**config.mk**
```make
export PLATFORM = sky130hd
export DESIGN_NAME = quality_window_run_finder_core
export DESIGN_NICKNAME = d
export VERILOG_FILES = /design/src/rtl/qwrf_pkg.sv /design/src/rtl/quality_window_run_finder_core.sv /design/src/rtl/qwrf_popcount.sv /design/src/rtl/qwrf_front.sv /design/src/rtl/qwrf_judge.sv
export SDC_FILE = /design/constraint.sdc
export NUM_CORES = 1
export LEC_CHECK = 0
export BUFFER_PORTS_ARGS = -buffer_cell sky130_fd_sc_hd__buf_2
export CAP_MARGIN = 25
export CORE_AREA = 4 4 193 195
export DETAILED_ROUTE_END_ITERATION = 16
export DIE_AREA = 0 0 197 199
export GPL_ROUTABILITY_DRIVEN = 0
export PLACE_DENSITY = 0.73
export SLEW_MARGIN = 30
export SYNTH_ARGS = -nofsm -noshare
export SYNTH_HDL_FRONTEND = slang
export SYNTH_SLANG_ARGS = --single-unit
export TNS_END_PERCENT = 10
```
**constraint.sdc**
```tcl
create_clock -name clk -period 10.4 [get_ports clk]
set_input_delay 0.52 -clock clk [delete_from_list [all_inputs] [get_ports clk]]
set_output_delay 0.52 -clock clk [all_outputs]
set_load 0.01 [all_outputs]
```
**src/rtl/qwrf_pkg.sv**
```systemverilog
package qwrf_pkg;

	localparam int DEF_MAX_WINDOW    = 64;
	localparam int DEF_POSITION_BITS = 16;

	localparam int RESULT_BITS   = 16;
	localparam int CFG_ADDR_BITS = 2;
	localparam int CFG_DATA_BITS = 16;
	localparam int WIN_CFG_BITS  = 7;
	localparam int RUN_CFG_BITS  = 16;

	localparam logic [WIN_CFG_BITS-1:0] RST_WINDOW_SIZE = 7'd6;
	localparam logic [WIN_CFG_BITS-1:0] RST_MIN_GOOD    = 7'd3;
	localparam logic [RUN_CFG_BITS-1:0] RST_MIN_RUN     = 16'd20;

	localparam logic [7:0] CHAR_HQ_FIRST = 8'h41;
	localparam logic [7:0] CHAR_HQ_LAST  = 8'h5A;

	typedef enum logic [CFG_ADDR_BITS-1:0] {
		REG_WINDOW_SIZE = 2'd0,
		REG_MIN_GOOD    = 2'd1,
		REG_MIN_RUN     = 2'd2
	} qwrf_reg_t;

	typedef struct packed {
		logic last;
		logic judge;
		logic ovf;
	} qwrf_ctl_t;

endpackage

```
**src/rtl/quality_window_run_finder_core.sv**
```systemverilog
// A read's result passes from the stage-1 registers to the output register after its last
// character transfers, and is held there until the output transfers it.
// Throughput: one character per cycle; the input stalls only while a finished result
// waits on the output and the next last character is ready to report.
// Window count is a masked popcount tree over the flag shift register.
// Reset (arst_n low): configuration returns to 6 / 3 / 20, all read state and both
// pipeline valids clear; no clearing pass is needed.
module quality_window_run_finder_core
	import qwrf_pkg::*;
#(
	parameter int MAX_WINDOW    = DEF_MAX_WINDOW,
	parameter int POSITION_BITS = DEF_POSITION_BITS
) (
	input  logic                     clk,
	input  logic                     arst_n,
	input  logic                     s_axis_tvalid,
	output logic                     s_axis_tready,
	input  logic [7:0]               s_axis_tdata,   // [7:0] base_char
	input  logic                     s_axis_tlast,
	output logic                     m_axis_tvalid,
	input  logic                     m_axis_tready,
	output logic [2*RESULT_BITS-1:0] m_axis_tdata,   // [15:0] run_start, [31:16] run_end
	output logic [1:0]               m_axis_tuser,   // [0] run_found, [1] length_overflow
	input  logic                     cfg_we,
	input  logic [CFG_ADDR_BITS-1:0] cfg_addr,
	input  logic [CFG_DATA_BITS-1:0] cfg_wdata
);

	localparam int CNTW = $clog2(MAX_WINDOW + 1);
	localparam int EW   = (CNTW > WIN_CFG_BITS ? CNTW : WIN_CFG_BITS);

	logic [WIN_CFG_BITS-1:0]  window_size_q;
	logic [WIN_CFG_BITS-1:0]  min_good_q;
	logic [RUN_CFG_BITS-1:0]  min_run_q;

	logic [EW-1:0]            ws_ext;
	logic [CNTW-1:0]          win;
	logic                     accept;
	qwrf_ctl_t                ctl_s1;
	logic [CNTW-1:0]          count_s1;
	logic [POSITION_BITS-1:0] len_s1;
	logic [POSITION_BITS-1:0] start_s1;
	logic                     out_found;
	logic                     out_ovf;
	logic [RESULT_BITS-1:0]   out_start;
	logic [RESULT_BITS-1:0]   out_end;

	always_ff @(posedge clk or negedge arst_n) begin
		if (!arst_n) begin
			window_size_q <= RST_WINDOW_SIZE;
			min_good_q    <= RST_MIN_GOOD;
			min_run_q     <= RST_MIN_RUN;
		end else if (cfg_we) begin
			case (qwrf_reg_t'(cfg_addr))
				REG_WINDOW_SIZE: window_size_q <= cfg_wdata[WIN_CFG_BITS-1:0];
				REG_MIN_GOOD:    min_good_q    <= cfg_wdata[WIN_CFG_BITS-1:0];
				REG_MIN_RUN:     min_run_q     <= cfg_wdata[RUN_CFG_BITS-1:0];
				default: ;
			endcase
		end
	end

	assign ws_ext = EW'(window_size_q);

	always_comb begin
		if (ws_ext == '0) begin
			win = CNTW'(1);
		end else if (ws_ext > EW'(MAX_WINDOW)) begin
			win = CNTW'(MAX_WINDOW);
		end else begin
			win = CNTW'(ws_ext);
		end
	end

	assign accept = s_axis_tvalid & s_axis_tready;

	qwrf_front #(
		.MAX_WINDOW   (MAX_WINDOW),
		.POSITION_BITS(POSITION_BITS)
	) u_front (
		.clk         (clk),
		.arst_n      (arst_n),
		.accept      (accept),
		.base_char   (s_axis_tdata),
		.last_in_read(s_axis_tlast),
		.win         (win),
		.ctl_s1      (ctl_s1),
		.count_s1    (count_s1),
		.len_s1      (len_s1),
		.start_s1    (start_s1)
	);

	qwrf_judge #(
		.MAX_WINDOW   (MAX_WINDOW),
		.POSITION_BITS(POSITION_BITS)
	) u_judge (
		.clk      (clk),
		.arst_n   (arst_n),
		.accept   (accept),
		.in_ready (s_axis_tready),
		.ctl_s1   (ctl_s1),
		.count_s1 (count_s1),
		.len_s1   (len_s1),
		.start_s1 (start_s1),
		.win      (win),
		.min_good (min_good_q),
		.min_run  (min_run_q),
		.out_valid(m_axis_tvalid),
		.out_ready(m_axis_tready),
		.out_found(out_found),
		.out_start(out_start),
		.out_end  (out_end),
		.out_ovf  (out_ovf)
	);

	assign m_axis_tdata = {out_end, out_start};
	assign m_axis_tuser = {out_ovf, out_found};

endmodule

```
**src/rtl/qwrf_popcount.sv**
```systemverilog
module qwrf_popcount
	import qwrf_pkg::*;
#(
	parameter int WIDTH = DEF_MAX_WINDOW,
	localparam int SUMW = $clog2(WIDTH + 1)
) (
	input  logic [WIDTH-1:0] bits,
	output logic [SUMW-1:0]  sum
);

	localparam int LEVELS = $clog2(WIDTH);
	localparam int LEAVES = 1 << LEVELS;

	logic [SUMW-1:0] node [1:2*LEAVES-1];

	for (genvar g = 0; g < LEAVES; g++) begin : g_leaf
		if (g < WIDTH) begin : g_used
			assign node[LEAVES+g] = SUMW'(bits[g]);
		end else begin : g_pad
			assign node[LEAVES+g] = '0;
		end
	end

	for (genvar k = 1; k < LEAVES; k++) begin : g_add
		assign node[k] = node[2*k] + node[2*k+1];
	end

	assign sum = node[1];

endmodule

```
**src/rtl/qwrf_front.sv**
```systemverilog
module qwrf_front
	import qwrf_pkg::*;
#(
	parameter int MAX_WINDOW    = DEF_MAX_WINDOW,
	parameter int POSITION_BITS = DEF_POSITION_BITS,
	localparam int CNTW = $clog2(MAX_WINDOW + 1)
) (
	input  logic                     clk,
	input  logic                     arst_n,
	input  logic                     accept,
	input  logic [7:0]               base_char,
	input  logic                     last_in_read,
	input  logic [CNTW-1:0]          win,
	output qwrf_ctl_t                ctl_s1,
	output logic [CNTW-1:0]          count_s1,
	output logic [POSITION_BITS-1:0] len_s1,
	output logic [POSITION_BITS-1:0] start_s1
);

	localparam int CW = (POSITION_BITS > CNTW ? POSITION_BITS : CNTW) + 1;

	logic [MAX_WINDOW-1:0]    flags_q;
	logic [POSITION_BITS-1:0] position_q;
	logic                     overflowed_q;

	logic [MAX_WINDOW-1:0]    flags_next;
	logic [MAX_WINDOW-1:0]    win_mask;
	logic [POSITION_BITS-1:0] pos_next;
	logic [CW-1:0]            pos_ext;
	logic [CW-1:0]            win_ext;
	logic [CNTW-1:0]          count;
	logic                     taken;
	logic                     hq;

	assign hq    = (base_char >= CHAR_HQ_FIRST) && (base_char <= CHAR_HQ_LAST);
	assign taken = (position_q != '1);

	assign flags_next = taken ? ((flags_q << 1) | MAX_WINDOW'(hq)) : flags_q;
	assign pos_next   = position_q + POSITION_BITS'(taken);
	assign pos_ext    = CW'(pos_next);
	assign win_ext    = CW'(win);

	for (genvar i = 0; i < MAX_WINDOW; i++) begin : g_mask
		assign win_mask[i] = (CNTW'(i) < win);
	end

	qwrf_popcount #(
		.WIDTH(MAX_WINDOW)
	) u_popcount (
		.bits(flags_next & win_mask),
		.sum (count)
	);

	always_ff @(posedge clk or negedge arst_n) begin
		if (!arst_n) begin
			flags_q      <= '0;
			position_q   <= '0;
			overflowed_q <= 1'b0;
		end else if (accept) begin
			if (last_in_read) begin
				flags_q      <= '0;
				position_q   <= '0;
				overflowed_q <= 1'b0;
			end else begin
				flags_q      <= flags_next;
				position_q   <= pos_next;
				overflowed_q <= overflowed_q | ~taken;
			end
		end
	end

	always_ff @(posedge clk) begin
		if (accept) begin
			ctl_s1.last  <= last_in_read;
			ctl_s1.judge <= taken && (pos_ext >= win_ext);
			ctl_s1.ovf   <= overflowed_q | ~taken;
			count_s1     <= count;
			len_s1       <= pos_next;
			start_s1     <= POSITION_BITS'(pos_ext - win_ext);
		end
	end

endmodule

```
**src/rtl/qwrf_judge.sv**
```systemverilog
module qwrf_judge
	import qwrf_pkg::*;
#(
	parameter int MAX_WINDOW    = DEF_MAX_WINDOW,
	parameter int POSITION_BITS = DEF_POSITION_BITS,
	localparam int CNTW = $clog2(MAX_WINDOW + 1)
) (
	input  logic                     clk,
	input  logic                     arst_n,
	input  logic                     accept,
	output logic                     in_ready,
	input  qwrf_ctl_t                ctl_s1,
	input  logic [CNTW-1:0]          count_s1,
	input  logic [POSITION_BITS-1:0] len_s1,
	input  logic [POSITION_BITS-1:0] start_s1,
	input  logic [CNTW-1:0]          win,
	input  logic [WIN_CFG_BITS-1:0]  min_good,
	input  logic [RUN_CFG_BITS-1:0]  min_run,
	output logic                     out_valid,
	input  logic                     out_ready,
	output logic                     out_found,
	output logic [RESULT_BITS-1:0]   out_start,
	output logic [RESULT_BITS-1:0]   out_end,
	output logic                     out_ovf
);

	localparam int GW = (CNTW > WIN_CFG_BITS ? CNTW : WIN_CFG_BITS);
	localparam int LW = (POSITION_BITS > RUN_CFG_BITS ? POSITION_BITS : RUN_CFG_BITS) + 1;
	localparam int CW = (POSITION_BITS > CNTW ? POSITION_BITS : CNTW) + 1;

	logic                     s1_valid_q;
	logic                     out_valid_q;
	logic [POSITION_BITS-1:0] run_begin_q, found_begin_q, found_end_q;
	logic                     run_locked_q, in_run_q, run_closed_q;

	logic [POSITION_BITS-1:0] run_begin_n, found_begin_n, found_end_n;
	logic                     run_locked_n, in_run_n, run_closed_n;
	logic [POSITION_BITS-1:0] begin_eff;
	logic [LW-1:0]            span;
	logic [LW-1:0]            tail;
	logic                     good;
	logic                     advance;
	logic                     res_found;
	logic [LW-1:0]            res_start, res_end;

	assign advance  = ~ctl_s1.last | ~out_valid_q | out_ready;
	assign in_ready = ~s1_valid_q | advance;

	assign good      = (min_good != '0) && (GW'(count_s1) >= GW'(min_good));
	assign begin_eff = in_run_q ? run_begin_q : start_s1;
	assign span      = LW'(start_s1) - LW'(begin_eff) + LW'(1);

	always_comb begin
		run_begin_n   = run_begin_q;
		found_begin_n = found_begin_q;
		found_end_n   = found_end_q;
		run_locked_n  = run_locked_q;
		in_run_n      = in_run_q;
		run_closed_n  = run_closed_q;
		if (ctl_s1.judge) begin
			if (run_locked_q) begin
				if (!run_closed_q && !good) begin
					found_end_n  = start_s1;
					run_closed_n = 1'b1;
				end
			end else if (good) begin
				run_begin_n = begin_eff;
				in_run_n    = 1'b1;
				if (span >= LW'(min_run)) begin
					run_locked_n  = 1'b1;
					found_begin_n = begin_eff;
				end
			end else begin
				in_run_n = 1'b0;
				if (min_run == '0) begin
					run_locked_n  = 1'b1;
					run_closed_n  = 1'b1;
					found_begin_n = start_s1;
					found_end_n   = start_s1;
				end
			end
		end
	end

	assign tail = LW'(len_s1) - LW'(run_begin_n);

	always_comb begin
		res_found = 1'b0;
		res_start = LW'(len_s1);
		res_end   = LW'(len_s1);
		if (ctl_s1.ovf) begin
			res_start = LW'({RESULT_BITS{1'b1}});
			res_end   = LW'({RESULT_BITS{1'b1}});
		end else if (CW'(len_s1) >= CW'(win)) begin
			if (run_locked_n) begin
				res_found = 1'b1;
				res_start = LW'(found_begin_n);
				res_end   = run_closed_n ? LW'(found_end_n) : LW'(len_s1);
			end else if (in_run_n && (tail >= LW'(min_run))) begin
				res_found = 1'b1;
				res_start = LW'(run_begin_n);
			end
		end
	end

	always_ff @(posedge clk or negedge arst_n) begin
		if (!arst_n) begin
			s1_valid_q    <= 1'b0;
			out_valid_q   <= 1'b0;
			run_begin_q   <= '0;
			found_begin_q <= '0;
			found_end_q   <= '0;
			run_locked_q  <= 1'b0;
			in_run_q      <= 1'b0;
			run_closed_q  <= 1'b0;
		end else begin
			if (accept) begin
				s1_valid_q <= 1'b1;
			end else if (advance) begin
				s1_valid_q <= 1'b0;
			end
			if (s1_valid_q && advance && ctl_s1.last) begin
				out_valid_q <= 1'b1;
			end else if (out_ready) begin
				out_valid_q <= 1'b0;
			end
			if (s1_valid_q && advance) begin
				if (ctl_s1.last) begin
					run_begin_q   <= '0;
					found_begin_q <= '0;
					found_end_q   <= '0;
					run_locked_q  <= 1'b0;
					in_run_q      <= 1'b0;
					run_closed_q  <= 1'b0;
				end else begin
					run_begin_q   <= run_begin_n;
					found_begin_q <= found_begin_n;
					found_end_q   <= found_end_n;
					run_locked_q  <= run_locked_n;
					in_run_q      <= in_run_n;
					run_closed_q  <= run_closed_n;
				end
			end
		end
	end

	always_ff @(posedge clk) begin
		if (s1_valid_q && advance && ctl_s1.last) begin
			out_found <= res_found;
			out_start <= res_start[RESULT_BITS-1:0];
			out_end   <= res_end[RESULT_BITS-1:0];
			out_ovf   <= ctl_s1.ovf;
		end
	end

	assign out_valid = out_valid_q;

endmodule
```
### After elaboration in Yosys (flattened, before gate mapping)

Cells that the tools add are included.

| word-level totals | value |
|---|---|
| register bits after elaboration | 240 |
| output and inout port bits | 36 |
| input bits | 32 |

| operators by class | value |
|---|---|
| order comparisons | 72 |
| mux-type cells | 51 |
| reduce and logical (&&, ||, !) cells | 19 |
| bitwise gates (word level) | 12 |
| equality and inequality tests | 3 |
| add/sub/neg operators | 68 |

Operators by type and width:

| operator | number |
|---|---|
| two-way mux 16 bit | 24 |
| < comparator 6 x 7 -> 1 bit (first input constant) | 32 |
| adder 7 bit | 31 |
| two-way mux 64 bit | 2 |
| < comparator 5 x 7 -> 1 bit (first input constant) | 16 |
| adder 1 x 1 -> 2 bit | 32 |
| bitwise AND 64 bit | 1 |
| bitwise OR 64 x 1 -> 64 bit | 1 |
| < comparator 4 x 7 -> 1 bit (first input constant) | 8 |
| >= comparator 17 x 16 -> 1 bit | 2 |
| subtractor 16 x 16 -> 17 bit | 2 |
| >= comparator 16 x 7 -> 1 bit | 2 |
| < comparator 3 x 7 -> 1 bit (first input constant) | 4 |
| two-way mux 1 bit | 23 |
| adder 17 x 1 -> 17 bit (second input constant) | 1 |
| adder 16 x 1 -> 16 bit | 1 |
| logical NOT 16 bit | 1 |
| != test 16 bit (second input constant) | 1 |
| subtractor 16 x 7 -> 16 bit | 1 |
| < comparator 1 x 7 -> 1 bit (first input constant) | 2 |
| < comparator 2 x 7 -> 1 bit (first input constant) | 2 |
| two-way mux 7 bit | 2 |
| >= comparator 8 x 7 -> 1 bit (second input constant) | 1 |
| <= comparator 8 x 7 -> 1 bit (second input constant) | 1 |
| 15 further kinds | 32 |

### Longest topological paths before layout

Gate-level depths: netlist of run 1.

| logic depth | value |
|---|---|
| word-level depth | 11 |
| mapped depth | 31 |
| gate-level depth less buffers | 29 |

### Hierarchy

A second synthesis of run 1 with hierarchy kept.

| unflattened totals | value |
|---|---|
| cell total of the unflattened synthesis | 1857 |
| area, all modules | 17803.3 µm² |

Modules (own cells, without submodules):

| module | area each (µm²) | sequential area each (µm²) | cells each | times used |
|---|---|---|---|---|
| qwrf_judge | 7584.8 | 2347.3 | 851 | 1 |
| qwrf_front | 6776.5 | 3288.2 | 712 | 1 |
| qwrf_popcount | 2204.6 | 0.0 | 218 | 1 |
| quality_window_run_finder_core | 1237.4 | 758.2 | 76 | 1 |

### Worst setup path before layout of run 1

Ideal clock, no wire load.

| timing path | value |
|---|---|
| path type | flip-flop to flip-flop |
| start point | register u_front.position_q[7] |
| end point | register u_front.count_s1[5] (data pin) |
| library setup time | 0.258 ns |
| path slack | 3.184 ns |
| path buffers | 2 |
| arrival | 6.958 ns |
| stages on the path, launching flop included | 26 |
| cell sequence | dfrtp_1 > and2_1 > and4_1 > nand4_1 > or3_1 > clkbuf_1 > buf_1 > nand2_1 > a221oi_1 > ha_1 > fa_1 > fa_1 > inv_1 > fa_1 > inv_1 > fa_1 > fa_1 > fa_1 > inv_1 > fa_1 > inv_1 > ha_1 > fa_1 > a21o_1 > a21oi_1 > xnor2_1 |

| on the way | value |
|---|---|
| word-level cells in the longest chain between the ends | 9 |

Ends and longest elaborated chain:

| item | RTL line | RTL |
|---|---|---|
| start, declared | qwrf_front.sv:23 | `logic [POSITION_BITS-1:0] position_q;` |
| start signal, assigned | qwrf_front.sv:66 | `position_q <= pos_next;` |
| != test 16 bit * | qwrf_front.sv:36 | `assign taken = (position_q != '1);` |
| two-way mux 64 bit * | qwrf_front.sv:38 | `assign flags_next = taken ? ((flags_q << 1) \| MAX_WINDOW'(hq)) : flags_q;` |
| bitwise AND 64 bit * | qwrf_front.sv:50 | `.bits(flags_next & win_mask),` |
| adder 1 x 1 -> 2 bit | qwrf_popcount.sv:25 | `assign node[k] = node[2*k] + node[2*k+1];` |
| adder 7 bit (4 in a row) | qwrf_popcount.sv:25 |  |
| adder 7 bit * | qwrf_popcount.sv:25 |  |
| named net u_front.count[5] | qwrf_front.sv:31 | `logic [CNTW-1:0] count;` |
| end signal, assigned | qwrf_front.sv:77 | `count_s1 <= count;` |
| end, declared | qwrf_front.sv:15 | `output logic [CNTW-1:0] count_s1,` |

The timed path passes the listed nets; every way through them passes the cells marked *.
A chain may end at the register's enable or synchronous reset.

### Worst setup path in the final report of run 1

| timing path | value |
|---|---|
| start point | register window_size_q[6] |
| end point | register u_front.count_s1[5] (data pin) |

| on the way | value |
|---|---|
| word-level cells in the longest chain between the ends | 11 |

Ends and longest elaborated chain:

| item | RTL line | RTL |
|---|---|---|
| start, declared | quality_window_run_finder_core.sv:32 | `logic [WIN_CFG_BITS-1:0] window_size_q;` |
| start signal, assigned | quality_window_run_finder_core.sv:55 | `REG_WINDOW_SIZE: window_size_q <= cfg_wdata[WIN_CFG_BITS-1:0];` |
| greater-than comparator 7 bit | quality_window_run_finder_core.sv:68 | `end else if (ws_ext > EW'(MAX_WINDOW)) begin` |
| two-way mux 7 bit | quality_window_run_finder_core.sv:68 |  |
| two-way mux 7 bit * | quality_window_run_finder_core.sv:66 | `if (ws_ext == '0) begin` |
| < comparator 1 x 7 -> 1 bit, or another cell as far along | qwrf_front.sv:44 | `assign win_mask[i] = (CNTW'(i) < win);` |
| bitwise AND 64 bit * | qwrf_front.sv:50 |  |
| adder 1 x 1 -> 2 bit | qwrf_popcount.sv:25 |  |
| adder 7 bit (4 in a row) | qwrf_popcount.sv:25 |  |
| adder 7 bit * | qwrf_popcount.sv:25 |  |
| named net u_front.count[5] | qwrf_front.sv:31 |  |

Marks and branches as above.

==> impl_metrics.yaml, run 1 <==
clock_tree:
  clock-sinks: 240
  cts_tree: "built"
  htree_levels: 1
  ctsResizeCount: 0
  root_buffer: "clkbuf_16"
  cts_buffers: 28
  clk_pin_slew_ns: 0.06
  clock_latency_ns: 0.58
  cts_setup_buffers: 0
  clock_path_buffers: 3
die:
  fp.dieH_um: 199
  die_w_um: 197
  ioPinCount: 68
  row_count: 69
  core_area_mm2: 0.0354
  initial_core_util_pct: 49.4
  die-area_mm2: 0.0392
global_routing:
  grt_pass1_wl_mm: 76.0
  busiest_layer: "met2"
  grt_max_degree: 67
  grt_util_all_layers_pct: 23.8
  met1_usage_pct: 30.3
  grt_use_met3_pct: 3.27
  antenna_found_initial: 0
  grt_pass1_vias: 14327
  met2_usage_pct: 40.6
  grt_overflow: 0
detailed_routing:
  ant_nets: 0
  post-route-drc-count: 0
  avgRoutedWirePerCell_um: 20.3
  drtIter0Drc: 1246
  via_count: 14218
  wl_mm: 47.0
  routed_via_density: 6.13
  first_pass_iters: 8
cells_and_area:
  stdcell_count: 2319
  area_growth_pct: 9.27
  fin_util_pct: 54.0
  nets: 2076
  drive_gt1_share_pct: 11.0
  antenna_cells: 0
synth:
  syn_area_per_cell_um2: 9.66
  synth_cell_type_count: 77
  ys_seq_area_share_pct: 36.6
  synth_top_area_share_pct: 22.6
  netlist_top_cells_area: "dfrtp_1, edfxtp_1, ha_1"
  syn_nets: 2051
  yosysWarningCount: 0
  ys.flop_type: "dfrtp_1"
  syn_area_mm2: 0.0175
  synthCells: 1811
  ys_ff_latch: 240
  yosys.area.top_type: "dfrtp_1"
  synth_edf_count: 76
  async_reset_ff_share_pct: 68.3
pwr:
  p_seq_share_pct: 29.4
  power_density_mw_per_mm2: 233
  clkPwrFrac_pct: 21.3
  leakagePower_nw: 8.60
  netSwitchingFraction_pct: 42.1
  p_int_w: 0.00258
  vdd_ir_drop_max_v: 0.000170
  p_sw_w: 0.00188
  power_frac_comb_pct: 49.3
timing:
  clock-skew-final_ns: 0.0363
  max_freq_mhz: 124
  setup_viol: 0
  tightest_slew_ns: 1.05
  relSlewSlack_pct: 29.6
  hold_slack_ns: 0.164
  min_period_over_period_pct: 77.3
  period_minus_slack_ns: 8.04
  hold_violations: 0
  finalMaxSlewViolations: 0
  final.setup.tns_ns: 0
  grt_setup_unrepaired: "no"
setup_path:
  slowest_stage: "nor2_1"
  cp-end-kind: "flip-flop"
  arrival_ns: 8.33
  crit_chain: "nor2b_1 -> clkinv_1 -> nor2_1 -> nor2_1 -> nor4_1 -> ha_1 -> inv_1 -> fa_1 -> fa_1 -> inv_1 -> fa_1 -> fa_1 -> fa_1 -> fa_1 -> inv_1 -> fa_1 -> inv_1 -> ha_1 -> fa_1 -> a21o_1 -> a21oi_1 -> xnor2_1"
  cp.required_ns: 10.69
  start_kind: "flip-flop"
  setup.worst_path.class: "flip-flop to flip-flop"
  slowest_delay_ns: 0.82
  cp_max_fo: 20
  cpMostUsedCell: "fa_1"
place:
  placed_cells: 2266
  dp_hpwl_mm: 33.9
  port_buffers: 67
hold_path:
  hold_class: "input pin to flip-flop"
job:
  maxCapViolCount: 0
outcome:
  run_status: "finished, final reports clean"
-- area by class of cell --
cell class | instances | area (um^2)
fillers | 3146 | 16300
multi-input cells | 1326 | 10200
flip-flops and latches | 240 | 6390
clock buffers | 45 | 846
well taps | 461 | 577
inverters | 151 | 567
repair buffers | 89 | 509
clock inverters | 7 | 56.3
-- cells in the mapped netlist (9+ instances only) --
cell and n:
nand2_1 219, dfrtp_1 158, inv_1 149, ha_1 145, a21oi_1 111, o21ai_0 104
nor2_1 102, edfxtp_1 76, a22o_1 72, fa_1 63, mux2i_1 61, clkbuf_1 54
xnor2_1 36, nor3_1 34, mux2_2 29, a221oi_1 26, buf_2 26, a32o_1 23
nand3_1 23, a31oi_1 21, xor2_1 21, o211ai_1 19, a21o_1 16, a22oi_1 16
o31ai_1 15, nor4_1 14, nor2b_1 12, or3_1 12, nand2b_1 11, nand4_1 10
and2_1 9
-- metal layers --
metal | vias up | part of all wire, % | wire length, um
li1 | 6596 | - | -
met4 | 0 | 5.5 | 2610
met3 | 173 | 6.3 | 2970
met1 | 6863 | 40 | 18800
met5 | - | 0 | 0
met2 | 586 | 48 | 22700
-- final timing paths --
kind                                    from                     to  slack (ns)  cells after the start
max                         window_size_q[6]    u_front.count_s1[5]        2.36                     22
min                            s_axis_tvalid     u_judge.s1_valid_q        0.16                      2
max reg2reg                 window_size_q[6]    u_front.count_s1[5]        2.36                     22
min reg2reg                u_front.ctl_s1[0]        u_judge.out_ovf        0.50                      0
max in group asynchronous             arst_n  u_front.position_q[1]        8.07                      4
min in group asynchronous             arst_n          min_run_q[12]        0.48                      2
-- worst max-delay path: cells and delay by family (launching register included) --
kind                       cells  cell delay, ns
DFF                            1            0.60
buffers and inverters          5            0.73
xor gates and xnor gates       1            0.09
and+or+nand+nor                4            1.59
AOI/OAI and AO/OA              2            0.33
adders and majority gates     10            4.43
-- state kept, by name (all words and copies together), names as in the netlist, 3 cells and up --
signal and cells:
u_front.flags_q 64, min_run_q 16, u_front.len_s1 16, u_front.position_q 16, u_front.start_s1 16, u_judge.found_begin_q 16, u_judge.found_end_q 16, u_judge.out_end 16
u_judge.out_start 16, u_judge.run_begin_q 16, min_good_q 7, u_front.count_s1 7, window_size_q 7, u_front.ctl_s1 3
-- layout by cell type, fill, tap and decap left out, types with 63 or more instances in the layout --
cell type  netlist  routed
a21oi_1        111     111
buf_2           26      66
inv_1          149     149
o21ai_0        104     104
nand2_1        219     218
fa_1            63      63
edfxtp_1        76      76
a22o_1          72      72
ha_1           145     145
nor2_1         102     100
dfrtp_1        158     158
-- power by group through the flow --
stage	Clock, W	Sequential (W)	Combinational (W)
after floorplan	0	0.00126	0.00168
after global placement	0	0.00131	0.00209
after detailed placement	0	0.00132	0.00216
after CTS	0.000967	0.00131	0.00218
after global routing	0.00101	0.00133	0.00246
final	0.000950	0.00131	0.00220
-- through the flow --
step | cell area (um^2) | power [W] | setup slack (ns)
CTS | 19100 | 0.00445 | 2.32
global route | 19100 | 0.00480 | 1.95
detailed placement | 18200 | 0.00349 | 2.38
global placement | 18200 | 0.00340 | 2.58
finish | 19100 | 0.00446 | 2.36
floorplan | 17500 | 0.00294 | 3.18
-- cells by family after synthesis --
family | after synthesis | share of synthesized area [%]
adder cells (fa/ha/maj) | 208 | 17.6
AND/OR/NAND/NOR | 471 | 12.1
XOR/XNOR | 57 | 2.85
AO/OA/AOI/OAI | 500 | 20.0
flip-flops | 240 | 36.6
multiplexers | 90 | 5.36
buffers and inverters | 245 | 5.64
-- what timing repair did --
action / in CTS / in global routing
hold endpoints to repair: 53 / 0
setup endpoints to repair: 0 / 0
hold buffers: 1 / 0
Power figures use the tool's default switching activity.
==> run 2: changes to the inputs <==
--- a/config.mk
+++ b/config.mk
@@ -5,13 +5,14 @@
 export SDC_FILE = /design/constraint.sdc
 export NUM_CORES = 1
 export LEC_CHECK = 0
+export ABC_AREA = 1
 export BUFFER_PORTS_ARGS = -buffer_cell sky130_fd_sc_hd__buf_2
 export CAP_MARGIN = 25
-export CORE_AREA = 4 4 193 195
+export CORE_AREA = 4 4 197 199
 export DETAILED_ROUTE_END_ITERATION = 16
-export DIE_AREA = 0 0 197 199
+export DIE_AREA = 0 0 201 203
 export GPL_ROUTABILITY_DRIVEN = 0
-export PLACE_DENSITY = 0.73
+export PLACE_DENSITY = 0.76
 export SLEW_MARGIN = 30
 export SYNTH_ARGS = -nofsm -noshare
 export SYNTH_HDL_FRONTEND = slang
==> constraint.sdc (replaced) <==
create_clock -name clk -period 6.95 [get_ports clk]
set_input_delay 0.3475 -clock clk [delete_from_list [all_inputs] [get_ports clk]]
set_output_delay 0.3475 -clock clk [all_outputs]
set_load 0.01 [all_outputs]
==> run 2 against run 1 <==
The flow now finishes with violations (negative setup slack). Worst setup slack lost 2.4 ns. Via count up 20%. Clock skew fell by 0.017 ns. Power increased by 59%. Clock power is 52% higher. Design area up 9.8%. First-iteration DRC count grew 28%. Synthesized cell count is 29% higher. Critical endpoint unchanged.
==> impl_metrics.yaml, run 2 <==
outcome:
  run_status: "complete, but fails checks"
  violations: "negative setup slack"
global_routing:
  grt_util_all_layers_pct: 25.8
  met1_usage_pct: 32.2
  busiest_layer: "met2"
  grt_overflow: 0
  antenna_found_initial: 0
  grt_pass1_vias: 17054
  grt_pass1_wl_mm: 87.2
  grt_max_degree: 98
  met2_usage_pct: 43.8
  grt_use_met3_pct: 3.80
synth:
  yosysMostFrequentCell: "nand2_1"
  ys_seq_area_share_pct: 34.7
  synth_common_cells: "nand2_1, inv_1, o21ai_0, dfrtp_1, nand3_1"
  ys_ff_latch: 240
  async_reset_ff_share_pct: 68.3
  ys.flop_type: "dfrtp_1"
  syn_nets: 2575
  synthCells: 2335
  yosys.area.top_type: "dfrtp_1"
  syn_area_per_cell_um2: 7.88
  netlist_top_cells_area: "dfrtp_1, edfxtp_1, nand2_1"
  synth_top_area_share_pct: 21.5
  syn_area_mm2: 0.0184
  synth_cell_type_count: 58
  synth_edf_count: 76
  yosysWarningCount: 0
setup_path:
  slowest_delay_ns: 0.55
  start_kind: "flip-flop"
  cp_max_fo: 16
  slowest_stage: "fa_2"
  setup.worst_path.class: "flip-flop to flip-flop"
  cp.required_ns: 7.26
  cp-end-kind: "flip-flop"
  arrival_ns: 7.27
clock_tree:
  cts_buffers: 29
  clk_pin_slew_ns: 0.06
  clock_latency_ns: 0.57
  root_buffer: "clkbuf_16"
  cts_tree: "built"
  htree_levels: 1
  clock-sinks: 240
  clock_path_buffers: 3
detailed_routing:
  via_count: 17128
  first_pass_iters: 6
  drtIter0Drc: 1594
  avgRoutedWirePerCell_um: 18.4
  routed_via_density: 5.84
  ant_nets: 0
  post-route-drc-count: 0
  wl_mm: 53.8
die:
  core_area_mm2: 0.0372
  row_count: 71
  die-area_mm2: 0.0408
  ioPinCount: 68
  initial_core_util_pct: 49.5
  fp.dieH_um: 203
  die_w_um: 201
timing:
  clock-skew-final_ns: 0.0196
  min_period_over_period_pct: 100
  period_minus_slack_ns: 6.96
  grt_setup_unrepaired: "yes"
  setup_viol: 1
  finalMaxSlewViolations: 0
  layout_setup_ws_ns: -0.00692
  max_freq_mhz: 144
  tightest_slew_ns: 0.974
  hold_violations: 0
  hold_slack_ns: 0.0257
  final.setup.tns_ns: -0.00692
  relSlewSlack_pct: 35.0
place:
  port_buffers: 67
  dpl_cell_area_mm2: 0.0196
  dp_hpwl_mm: 38.3
  pre_cts_slack_ns: -0.0935
job:
  maxCapViolCount: 0
pwr:
  power_w: 0.00711
  leakagePower_nw: 9.98
  power_density_mw_per_mm2: 339
  vdd_ir_drop_max_v: 0.000240
hold_path:
  hold_class: "input pin to flip-flop"
cells_and_area:
  largest_reg_flops: 64
  regMostFlops: "u_front.flags_q"
  drive_gt1_share_pct: 14.1
  area_growth_pct: 14.0
  final_cell_mix: "nand2_1, inv_1, o21ai_0"
  antenna_cells: 0
  design_area_mm2: 0.0210
  nets: 2677
  n_fill_cell: 3205
  layout_commonest_cell: "nand2_1"
run 2: cell types whose count changed in the layout (fill, tap and decap cells not counted), sizes merged, moves of 61 or more:
cell	delta
a22o	-65
mux2i	-61
inv	+221
o22ai	+74
buf	+72
nand3	+144
o21ai	+90
nand2	+371
run 2: worst paths after layout:
path	from	endpoint	slack (ns)	cells after the start
min	cfg_wdata[10]	min_run_q[10]	0.03	3
max reg2reg	u_front.position_q[9]	u_front.count_s1[5]	-0.007	28
max	u_front.position_q[9]	u_front.count_s1[5]	-0.007	28
min in group asynchronous	arst_n	min_run_q[12]	0.47	2
max in group asynchronous	arst_n	u_front.flags_q[16]	5.31	3
min reg2reg	min_run_q[1]	min_run_q[1]	0.49	2
run 2: layout make-up:
class | instances | area, um^2 | share of cell area [%]
inverters | 375 | 1430 | 6.80
clock inverters | 10 | 63.8 | 0.304
well taps | 474 | 593 | 2.83
clock buffers | 43 | 820 | 3.91
flip-flops and latches | 240 | 6390 | 30.5
multi-input cells | 1627 | 10500 | 49.9
repair buffers | 164 | 1210 | 5.77
run 2: metal layers:
metal	part of all wire [%]	wire length, um
met2	48	25600
met3	7.7	4140
met4	6.5	3480
met1	38	20600
met5	0	0
run 2: report_power, final:
part | switching, W | leakage (nW) | internal, W | total (W)
Combinational | 0.00246 | 6.62 | 0.00132 | 0.00379
Sequential | 0.000199 | 2.92 | 0.00169 | 0.00188
Clock | 0.000621 | 0.439 | 0.000816 | 0.00144
run 2: critical path: cells and delay by family (launching register included):
family | cells | cell delay, ns
fa+ha+maj | 10 | 4.25
buf+inv | 8 | 0.86
simple gates | 6 | 0.75
flops | 1 | 0.37
compound gates | 3 | 0.36
xor+xnor | 1 | 0.09
run 2: timing repair:
item                       4_1_cts  5_1_grt
setup buffers                    7        4
setup endpoints to repair        2        5
cloned                           3        0
hold endpoints to repair        93        0
resized for setup               30       67
pin swaps                       24       35
hold buffers                     2        0
run 2: cells by family after synthesis:
logic type | count (synthesis) | share of synthesized area [%]
simple gates | 907 | 21.5
buf+inv | 468 | 9.96
compound gates | 459 | 14.6
flops | 240 | 34.7
fa+ha+maj | 208 | 16.7
xor+xnor | 53 | 2.56
run 2: per-stage QoR:
stage | utilization, % | instances
final | 56.4 | 2933
after global routing | 56.4 | 2933
after CTS | 55.7 | 2930
after detailed placement | 52.6 | 2865
after global placement | 52.6 | 2865
after floorplan | - | 2335
